[config.mk]
export PLATFORM = sky130hd
export DESIGN_NAME = ata_pio_lba28_read_sequencer
export DESIGN_NICKNAME = d
export VERILOG_FILES = /design/src/sv/ata_rd_pkg.sv /design/src/sv/ata_rd_front.sv /design/src/sv/ata_rd_fifo.sv /design/src/sv/ata_rd_back.sv /design/src/sv/ata_pio_lba28_read_sequencer.sv
export SDC_FILE = /design/constraint.sdc
export NUM_CORES = 1
export LEC_CHECK = 0
export BUFFER_PORTS_ARGS = -buffer_cell sky130_fd_sc_hd__buf_2
export CAP_MARGIN = 10
export CORE_ASPECT_RATIO = 1.1
export CORE_MARGIN = 1.5
export CORE_UTILIZATION = 50
export CTS_CLUSTER_DIAMETER = 200
export DETAILED_ROUTE_END_ITERATION = 6
export PLACE_DENSITY = 0.69
export SYNTH_ARGS = -nofsm -noshare
export SYNTH_HDL_FRONTEND = slang
export SYNTH_HIERARCHICAL = 1
export SYNTH_SLANG_ARGS = --single-unit
[constraint.sdc]
create_clock -name clk -period 8.05 [get_ports clk]
set_input_delay 1.2075 -clock clk [delete_from_list [all_inputs] [get_ports clk]]
set_output_delay 1.2075 -clock clk [all_outputs]
set_load 0.02 [all_outputs]
[src/sv/ata_rd_pkg.sv]
package ata_rd_pkg;

    // input item kinds, carried in s_tuser
    localparam logic [1:0] ACT_START  = 2'd0;
    localparam logic [1:0] ACT_STATUS = 2'd1;
    localparam logic [1:0] ACT_DATA   = 2'd2;

    localparam logic [7:0]  MAX_CHUNK_SECTORS = 8'd255;
    localparam logic [7:0]  WORD_LAST         = 8'd255;  // 256 words per sector
    localparam logic [27:0] LBA_MASK          = 28'hFFF_FFFF;
    localparam logic [7:0]  CMD_READ          = 8'h20;
    localparam logic [7:0]  DEV_HEAD_BASE     = 8'hE0;
    localparam logic [15:0] IO_BASE_RESET     = 16'h01F0;

    // status bits
    localparam int ST_ERR = 0;
    localparam int ST_DRQ = 3;
    localparam int ST_DF  = 5;
    localparam int ST_BSY = 7;

    // task-file register offsets
    localparam logic [2:0] REG_DATA   = 3'd0;
    localparam logic [2:0] REG_SECCNT = 3'd2;
    localparam logic [2:0] REG_CMD    = 3'd7;

    // configuration register addresses
    localparam logic [2:0] CFG_IO_BASE = 3'd0;

    typedef enum logic [2:0] {
        TAIL_DONE,
        TAIL_ERR,
        TAIL_POLL,
        TAIL_DREAD,
        TAIL_CHUNK
    } tail_t;

    // one queued job for the back end
    typedef struct packed {
        logic        has_word;
        logic [15:0] word;
        tail_t       tail;
        logic [7:0]  size;
        logic [27:0] lba;
        logic        slave;
    } desc_t;

    // one result beat
    typedef struct packed {
        logic        bus_valid;
        logic        bus_write;
        logic [15:0] bus_address;
        logic [7:0]  write_data;
        logic        word_valid;
        logic [15:0] read_word;
        logic        error;
        logic        done_res;
        logic        last;
    } res_t;

endpackage

[src/sv/ata_rd_front.sv]
module ata_rd_front (
    input  logic                 clk,
    input  logic                 rst_n,
    input  logic                 accept,
    input  logic [1:0]           action,
    input  logic [27:0]          lba,
    input  logic [15:0]          sector_count,
    input  logic                 slave_drive,
    input  logic [15:0]          reply_data,
    output logic                 push,
    output ata_rd_pkg::desc_t    desc
);
    import ata_rd_pkg::*;

    logic        busy_reg, busy_next;
    logic        want_reg, want_next;
    logic [27:0] lba_reg, lba_next;
    logic [15:0] rem_reg, rem_next;
    logic [7:0]  left_reg, left_next;
    logic [7:0]  wis_reg, wis_next;
    logic        slave_reg, slave_next;
    logic [7:0]  csize_reg, csize_next;

    logic [15:0] chunk_src;
    logic [7:0]  chunk_len;
    logic [7:0]  left_dec;
    logic [27:0] lba_adv;

    always_ff @(posedge clk or negedge rst_n)
    begin
        if (!rst_n)
        begin
            busy_reg  <= 1'b0;
            want_reg  <= 1'b0;
            lba_reg   <= '0;
            rem_reg   <= '0;
            left_reg  <= '0;
            wis_reg   <= '0;
            slave_reg <= 1'b0;
            csize_reg <= '0;
        end
        else
        begin
            busy_reg  <= busy_next;
            want_reg  <= want_next;
            lba_reg   <= lba_next;
            rem_reg   <= rem_next;
            left_reg  <= left_next;
            wis_reg   <= wis_next;
            slave_reg <= slave_next;
            csize_reg <= csize_next;
        end
    end

    assign chunk_src = (action == ACT_START) ? sector_count : rem_reg;
    assign chunk_len = (chunk_src > {8'd0, MAX_CHUNK_SECTORS}) ? MAX_CHUNK_SECTORS
                                                               : chunk_src[7:0];
    assign left_dec  = left_reg - 8'd1;
    assign lba_adv   = (lba_reg + {20'd0, csize_reg}) & LBA_MASK;

    always_comb
    begin
        busy_next  = busy_reg;
        want_next  = want_reg;
        lba_next   = lba_reg;
        rem_next   = rem_reg;
        left_next  = left_reg;
        wis_next   = wis_reg;
        slave_next = slave_reg;
        csize_next = csize_reg;
        push       = 1'b0;
        desc       = '{has_word: 1'b0, word: reply_data, tail: TAIL_POLL,
                       size: chunk_len, lba: lba_reg, slave: slave_reg};
        if (accept)
        begin
            case (action)
                ACT_START:
                begin
                    if (!busy_reg)
                    begin
                        lba_next   = lba;
                        rem_next   = sector_count;
                        slave_next = slave_drive;
                        push       = 1'b1;
                        desc.lba   = lba;
                        desc.slave = slave_drive;
                        if (sector_count == 16'd0)
                        begin
                            desc.tail = TAIL_DONE;
                        end
                        else
                        begin
                            busy_next  = 1'b1;
                            csize_next = chunk_len;
                            left_next  = chunk_len;
                            rem_next   = sector_count - {8'd0, chunk_len};
                            wis_next   = '0;
                            want_next  = 1'b0;
                            desc.tail  = TAIL_CHUNK;
                        end
                    end
                end
                ACT_STATUS:
                begin
                    if (busy_reg && !want_reg)
                    begin
                        push = 1'b1;
                        if (reply_data[ST_BSY])
                        begin
                            desc.tail = TAIL_POLL;
                        end
                        else if (reply_data[ST_ERR] || reply_data[ST_DF])
                        begin
                            busy_next = 1'b0;
                            want_next = 1'b0;
                            desc.tail = TAIL_ERR;
                        end
                        else if (reply_data[ST_DRQ])
                        begin
                            want_next = 1'b1;
                            wis_next  = '0;
                            desc.tail = TAIL_DREAD;
                        end
                        else
                        begin
                            desc.tail = TAIL_POLL;
                        end
                    end
                end
                ACT_DATA:
                begin
                    if (busy_reg && want_reg)
                    begin
                        push          = 1'b1;
                        desc.has_word = 1'b1;
                        if (wis_reg != WORD_LAST)
                        begin
                            wis_next  = wis_reg + 8'd1;
                            desc.tail = TAIL_DREAD;
                        end
                        else
                        begin
                            wis_next  = '0;
                            want_next = 1'b0;
                            left_next = left_dec;
                            if (left_dec != 8'd0)
                            begin
                                desc.tail = TAIL_POLL;
                            end
                            else
                            begin
                                lba_next = lba_adv;
                                desc.lba = lba_adv;
                                if (rem_reg != 16'd0)
                                begin
                                    csize_next = chunk_len;
                                    left_next  = chunk_len;
                                    rem_next   = rem_reg - {8'd0, chunk_len};
                                    desc.tail  = TAIL_CHUNK;
                                end
                                else
                                begin
                                    busy_next = 1'b0;
                                    desc.tail = TAIL_DONE;
                                end
                            end
                        end
                    end
                end
                default:
                begin
                    push = 1'b0;
                end
            endcase
        end
    end

    a_want_busy: assert property (@(posedge clk) disable iff (!rst_n)
        want_reg |-> busy_reg)
        else $error("waiting for data while idle");

    a_left_nonzero: assert property (@(posedge clk) disable iff (!rst_n)
        busy_reg |-> (left_reg != 8'd0))
        else $error("busy with an empty chunk");

    a_left_le_size: assert property (@(posedge clk) disable iff (!rst_n)
        busy_reg |-> (left_reg <= csize_reg))
        else $error("chunk sectors left exceed chunk size");

endmodule

[src/sv/ata_rd_fifo.sv]
module ata_rd_fifo (
    input  logic                 clk,
    input  logic                 rst_n,
    input  logic                 push,
    input  ata_rd_pkg::desc_t    push_desc,
    input  logic                 pop,
    output ata_rd_pkg::desc_t    head,
    output logic                 empty,
    output logic                 full
);
    import ata_rd_pkg::*;

    desc_t      slot_reg [4];
    logic [1:0] wr_ptr_reg, rd_ptr_reg;
    logic [2:0] count_reg;

    always_ff @(posedge clk)
    begin
        if (push)
        begin
            slot_reg[wr_ptr_reg] <= push_desc;
        end
    end

    always_ff @(posedge clk or negedge rst_n)
    begin
        if (!rst_n)
        begin
            wr_ptr_reg <= '0;
            rd_ptr_reg <= '0;
            count_reg  <= '0;
        end
        else
        begin
            if (push)
            begin
                wr_ptr_reg <= wr_ptr_reg + 2'd1;
            end
            if (pop)
            begin
                rd_ptr_reg <= rd_ptr_reg + 2'd1;
            end
            count_reg <= count_reg + {2'd0, push} - {2'd0, pop};
        end
    end

    assign head  = slot_reg[rd_ptr_reg];
    assign empty = (count_reg == 3'd0);
    assign full  = (count_reg == 3'd4);

    a_no_overflow: assert property (@(posedge clk) disable iff (!rst_n)
        full |-> !push)
        else $error("queue overflow");

    a_no_underflow: assert property (@(posedge clk) disable iff (!rst_n)
        empty |-> !pop)
        else $error("queue underflow");

endmodule

[src/sv/ata_rd_back.sv]
module ata_rd_back (
    input  logic                 clk,
    input  logic                 rst_n,
    input  logic [15:0]          io_base,
    input  ata_rd_pkg::desc_t    head,
    input  logic                 empty,
    output logic                 pop,
    output logic                 out_valid,
    input  logic                 out_ready,
    output ata_rd_pkg::res_t     out_res
);
    import ata_rd_pkg::*;

    logic [2:0] idx_reg, idx_next;
    logic       valid_reg, valid_next;
    res_t       res_reg;
    res_t       beat;
    logic       load;
    logic [2:0] t;
    logic [2:0] off;
    logic       word_beat;

    assign load      = !empty && (!valid_reg || out_ready);
    assign word_beat = head.has_word && (idx_reg == 3'd0);
    assign t         = idx_reg - {2'd0, head.has_word};

    always_comb
    begin
        beat = '0;
        off  = REG_CMD;
        if (word_beat)
        begin
            beat.word_valid = 1'b1;
            beat.read_word  = head.word;
        end
        else
        begin
            case (head.tail)
                TAIL_DONE:
                begin
                    beat.done_res = 1'b1;
                    beat.last     = 1'b1;
                end
                TAIL_ERR:
                begin
                    beat.error    = 1'b1;
                    beat.done_res = 1'b1;
                    beat.last     = 1'b1;
                end
                TAIL_POLL:
                begin
                    beat.bus_valid = 1'b1;
                    off            = REG_CMD;
                    beat.last      = 1'b1;
                end
                TAIL_DREAD:
                begin
                    beat.bus_valid = 1'b1;
                    off            = REG_DATA;
                    beat.last      = 1'b1;
                end
                TAIL_CHUNK:
                begin
                    // six task-file writes, then the first status read
                    beat.bus_valid = 1'b1;
                    if (t == 3'd6)
                    begin
                        off       = REG_CMD;
                        beat.last = 1'b1;
                    end
                    else
                    begin
                        off            = REG_SECCNT + t;
                        beat.bus_write = 1'b1;
                    end
                    case (t)
                        3'd0:    beat.write_data = head.size;
                        3'd1:    beat.write_data = head.lba[7:0];
                        3'd2:    beat.write_data = head.lba[15:8];
                        3'd3:    beat.write_data = head.lba[23:16];
                        3'd4:    beat.write_data = DEV_HEAD_BASE | {3'd0, head.slave, head.lba[27:24]};
                        3'd5:    beat.write_data = CMD_READ;
                        default: beat.write_data = 8'd0;
                    endcase
                end
                default:
                begin
                    beat.last = 1'b1;
                end
            endcase
        end
        beat.bus_address = beat.bus_valid ? (io_base + {13'd0, off}) : 16'd0;
    end

    always_comb
    begin
        idx_next   = idx_reg;
        valid_next = valid_reg;
        pop        = 1'b0;
        if (load)
        begin
            valid_next = 1'b1;
            if (beat.last)
            begin
                idx_next = '0;
                pop      = 1'b1;
            end
            else
            begin
                idx_next = idx_reg + 3'd1;
            end
        end
        else if (out_ready)
        begin
            valid_next = 1'b0;
        end
    end

    always_ff @(posedge clk or negedge rst_n)
    begin
        if (!rst_n)
        begin
            idx_reg   <= '0;
            valid_reg <= 1'b0;
        end
        else
        begin
            idx_reg   <= idx_next;
            valid_reg <= valid_next;
        end
    end

    always_ff @(posedge clk)
    begin
        if (load)
        begin
            res_reg <= beat;
        end
    end

    assign out_valid = valid_reg;
    assign out_res   = res_reg;

    a_idx_range: assert property (@(posedge clk) disable iff (!rst_n)
        idx_reg <= 3'd7)
        else $error("beat index out of range");

    a_pop_on_last: assert property (@(posedge clk) disable iff (!rst_n)
        pop |=> (valid_reg && res_reg.last))
        else $error("job retired without a last beat");

endmodule

[src/sv/ata_pio_lba28_read_sequencer.sv]
// ATA PIO LBA28 read sequencer, host side.
// Slave stream (s_*): one beat per event. s_tuser selects the kind: start a
// read request, a status byte came back, or a data word came back.
// Master stream (m_*): result beats. Each carries a task-file bus access, a
// delivered data word, or a done/error flag; m_tlast marks the last beat
// caused by one input beat. A start with a non-zero count emits seven beats (six
// task-file writes and a status read); a data word at a chunk boundary emits eight.
// APB port: one register, io_base at address 0 (reset 0x1F0); write it idle.
// The front end takes one input beat per cycle while the queue is not full and
// queues a job (four deep); the back end expands jobs into result beats, one
// per cycle while m_tready allows, through an output register. The first
// result beat passes through the queue slot, then the output register. Sustained
// rate is set by the back end's output, up to eight beats per input beat. When
// m_tready is low the output register holds; the queue fills and then s_tready drops.
// Reset clears the request state and queue; no clearing pass is needed.
module ata_pio_lba28_read_sequencer (
    input  logic        clk,
    input  logic        rst_n,
    input  logic        s_tvalid,
    output logic        s_tready,
    input  logic [63:0] s_tdata,   // lba[27:0], sector_count[43:28], slave_drive[44],
                                   // reply_data[60:45], zero pad
    input  logic [1:0]  s_tuser,   // action[1:0]
    output logic        m_tvalid,
    input  logic        m_tready,
    output logic [47:0] m_tdata,   // bus_address[15:0], write_data[23:16],
                                   // read_word[39:24], error[40], done_res[41], zero pad
    output logic [2:0]  m_tuser,   // bus_valid[0], bus_write[1], word_valid[2]
    output logic        m_tlast,
    input  logic        psel,
    input  logic        penable,
    input  logic        pwrite,
    input  logic [2:0]  paddr,
    input  logic [31:0] pwdata,
    output logic [31:0] prdata,
    output logic        pready
);
    import ata_rd_pkg::*;

    logic [15:0] io_base_reg;
    logic        accept;
    logic        push;
    desc_t       push_desc;
    desc_t       head;
    logic        empty;
    logic        full;
    logic        pop;
    res_t        res;

    assign pready = 1'b1;
    assign prdata = (paddr == CFG_IO_BASE) ? {16'd0, io_base_reg} : 32'd0;

    always_ff @(posedge clk or negedge rst_n)
    begin
        if (!rst_n)
        begin
            io_base_reg <= IO_BASE_RESET;
        end
        else if (psel && penable && pwrite && pready && (paddr == CFG_IO_BASE))
        begin
            io_base_reg <= pwdata[15:0];
        end
    end

    assign s_tready = !full;
    assign accept   = s_tvalid && s_tready;

    ata_rd_front u_front (
        .clk          (clk),
        .rst_n        (rst_n),
        .accept       (accept),
        .action       (s_tuser),
        .lba          (s_tdata[27:0]),
        .sector_count (s_tdata[43:28]),
        .slave_drive  (s_tdata[44]),
        .reply_data   (s_tdata[60:45]),
        .push         (push),
        .desc         (push_desc)
    );

    ata_rd_fifo u_fifo (
        .clk       (clk),
        .rst_n     (rst_n),
        .push      (push),
        .push_desc (push_desc),
        .pop       (pop),
        .head      (head),
        .empty     (empty),
        .full      (full)
    );

    ata_rd_back u_back (
        .clk       (clk),
        .rst_n     (rst_n),
        .io_base   (io_base_reg),
        .head      (head),
        .empty     (empty),
        .pop       (pop),
        .out_valid (m_tvalid),
        .out_ready (m_tready),
        .out_res   (res)
    );

    assign m_tdata = {6'd0, res.done_res, res.error, res.read_word, res.write_data,
                      res.bus_address};
    assign m_tuser = {res.word_valid, res.bus_write, res.bus_valid};
    assign m_tlast = res.last;

endmodule

==> results.json <==
{
  "status": "complete, no violations",
  "maxSlewViolCount": 0,
  "synthAdderAreaFrac": 0.0266,
  "nNetsFinal": 1857,
  "path_delay_family": "compound AO/OA/AOI/OAI gates",
  "clk_pin_slew_ns": 0.07,
  "largest_reg_flops": 228,
  "seq_area_um2": 10700,
  "fillers": 3132,
  "viasPerCell": 5.98,
  "crit_slowest_cell": "a21oi_1",
  "core_area_um2": 38200,
  "cts.path.max_buffers": 3,
  "grt_max_degree": 78,
  "cts_made_buffers": 39,
  "synth_compound_area_frac": 0.125,
  "fin_skew_ns": 0.0214,
  "fp.dieW_um": 191,
  "die_h_um": 209,
  "post_cts_buffers": 0,
  "ctsResizeCount": 0,
  "grt_overflow": 0,
  "hold_class": "reg -> reg",
  "drive_gt1_frac": 0.205,
  "path_max_fanout": 33,
  "grt_usage": 0.222,
  "reg2reg_depth": 15,
  "drv_cap": 0,
  "slew_headroom": 0.275,
  "synth_area_um2": 19400,
  "port_buffers": 152,
  "grt_pass1_wl_um": 69400,
  "critical_path_class": "in -> reg",
  "rows": 75,
  "synth_area_per_cell_um2": 12.0,
  "synthFlopType": "edfxtp_1",
  "cts-hold-fix-buffers": 0,
  "tns_ns": 0,
  "area_growth_pct": 11.3,
  "multi_input_area_um2": 7810,
  "ant_nets": 0,
  "io_pins": 195,
  "crit_chain": "buf_2 > inv_1 > ha_1 > buf_4 > nor3b_1 > a22oi_1 > a21oi_1 > o211ai_1 > ha_1 > inv_1 > ha_1 > a31oi_1 > maj3_1 > a211oi_2 > a2111oi_2 > a211oi_4 > nor3_1 > a221oi_1 > o21ai_1",
  "synth_edf_count": 274,
  "power_uw": 7360,
  "first_pass_iters": 6,
  "clock_latency_ns": 0.54,
  "final_cell_mix": "edfxtp_1, buf_2, nand2_1",
  "grt_antenna_before_repair": 0,
  "cts_tree": "built",
  "synthMuxAreaShare": 0.0945,
  "finalHoldViolCount": 0,
  "dp_hpwl_um": 29300,
  "synth_top_family_by_area": "compound AO/OA/AOI/OAI gates",
  "max_freq_mhz": 179,
  "finalSetupViolations": 0,
  "synth_seq_cells": 372,
  "root_buffer": "clkbuf_16",
  "fin_crit_ns": 5.59,
  "synthSimpleGateAreaFrac": 0.125,
  "synth_xor_area_frac": 0.0262,
  "diodes": 0,
  "drc": 0,
  "final_common_cell": "edfxtp_1",
  "cp-start-kind": "input port",
  "grt_pass1_vias": 12700,
  "cts_htree_levels": 2,
  "yosysWarnings": 6,
  "wl_per_cell_um": 19.8,
  "rsz0062_at_grt": "false",
  "ir_drop_mv": 0.184,
  "worstMarginPinSlew_ns": 1.09,
  "whs_path_depth": 2,
  "post-route-cell-area_um2": 21500,
  "globalplace.congestion": 0.901,
  "start_util": 0.507,
  "dpl_cell_area_um2": 20300,
  "cp_num_buf_inv": 4,
  "p_leak_uw": 0.00790,
  "vias": 13400,
  "wirelength_um": 44300,
  "dieArea_um2": 39900,
  "power_density_nw_per_um2": 341,
  "cts_sinks": 372,
  "endpoint_kind": "flop",
  "async_flop_share": 0.263,
  "min_period_over_period": 0.694,
  "synth_cells": 1612,
  "crit_cells": 19,
  "cp_common_cell": "ha_1",
  "ys_types": 93,
  "drtIter0Drc": 1158,
  "seq_area_frac_synth": 0.552,
  "crit_required_ns": 8.47,
  "worstPathArrival_ns": 6.01,
  "cpPeakStageDelay_ns": 0.47
}
[per-layer routing]
metal,wire length (um),global-route usage
met5,0,0
met4,1100,0.0728
met3,2880,0.0333
met2,21100,0.361
met1,19200,0.307
[worst paths after layout]
path / slack, ns / startpoint / endpoint
worst min-delay path: 0.49 / u_front/left_reg[1] / u_front/left_reg[1]
worst min register to register: 0.49 / u_front/left_reg[1] / u_front/left_reg[1]
min in group asynchronous: 0.75 / rst_n / io_base_reg[0]
max in group asynchronous: 6.08 / rst_n / u_fifo/rd_ptr_reg[0]
worst max-delay path: 2.46 / s_tuser[0] / u_front/rem_reg[10]
worst max register to register: 3.19 / u_front/rem_reg[12] / u_front/rem_reg[10]
[metrics by stage]
step           worst slack (ns)  utilization  hold WS (ns)  cells
2_1_floorplan              2.85            -         0.450   1633
3_3_place_gp               2.07        0.531         0.463   2172
3_5_place_dp               1.99        0.531         0.482   2172
4_1_cts                    2.57        0.564         0.497   2243
5_1_grt                    2.00        0.564         0.545   2243
6_report                   2.46        0.564         0.493   2243
[cells by family (layout without fill, tap and decap cells)]
family | after synthesis | count (layout)
AOI/OAI and AO/OA | 366 | 366
xor gates and xnor gates | 58 | 58
adders and majority gates | 40 | 40
buffers and inverters | 192 | 302
DFF | 372 | 372
muxes | 106 | 106
other | 2 | 23
and+or+nand+nor | 476 | 476
[cell usage after synthesis, types with 7 or more instances]
master     number  area [um2]
nor4_1         11        68.8
a32oi_1         7        61.3
mux4_2         57        1280
or3_1          14        87.6
o22ai_1        20         125
nand4_1        15        93.8
mux2_1         12         135
o21a_1          8        60.1
nor2_1        102         383
and2_1         50         313
a221o_1         7        70.1
clkbuf_1       67         251
dfrtp_1        93        2330
edfxtp_1      274        8230
nor3_1         34         170
ha_1           33         413
a22oi_1        23         173
o22a_1          8        70.1
xor2_1         18         158
mux2_2         19         214
xnor2_1        40         350
buf_2           9        45.0
mux2i_1        15         150
a2bb2oi_1       7        61.3
nand2_1       132         495
nor2b_1        13        81.3
nor3b_1        10        75.1
a21o_1         11        82.6
o21ai_0        93         465
buf_4          47         353
a222oi_1       11         110
nand3_1        28         140
o211ai_1       12        90.1
a31oi_1        23         144
o31ai_1         7        52.6
and3_1         23         144
a21oi_1        75         375
buf_1           8        30.0
and4_1          8        70.1
inv_1          53         199
[worst min-delay path: cells and delay by family (launching register included)]
family          cells  cell delay (ns)
simple gates        1             0.05
compound gates      1             0.06
flops               1             0.35
[power breakdown]
group          switching (uW)  internal [uW]  total (uW)
sequential                365           2620        2980
clock                     744           1050        1800
combinational            1500           1080        2580
total                    2610           4740        7360
[final cells by class]
type / instances / area share
Inverter: 56 / 0.00976
Clock buffer: 48 / 0.0483
Sequential cell: 372 / 0.496
Clock inverter: 23 / 0.0107
Timing Repair Buffer: 175 / 0.0434
Multi-Input combinational cell: 1069 / 0.362
Tap cell: 500 / 0.0290
No activity file was read; power rests on OpenSTA's default activity.
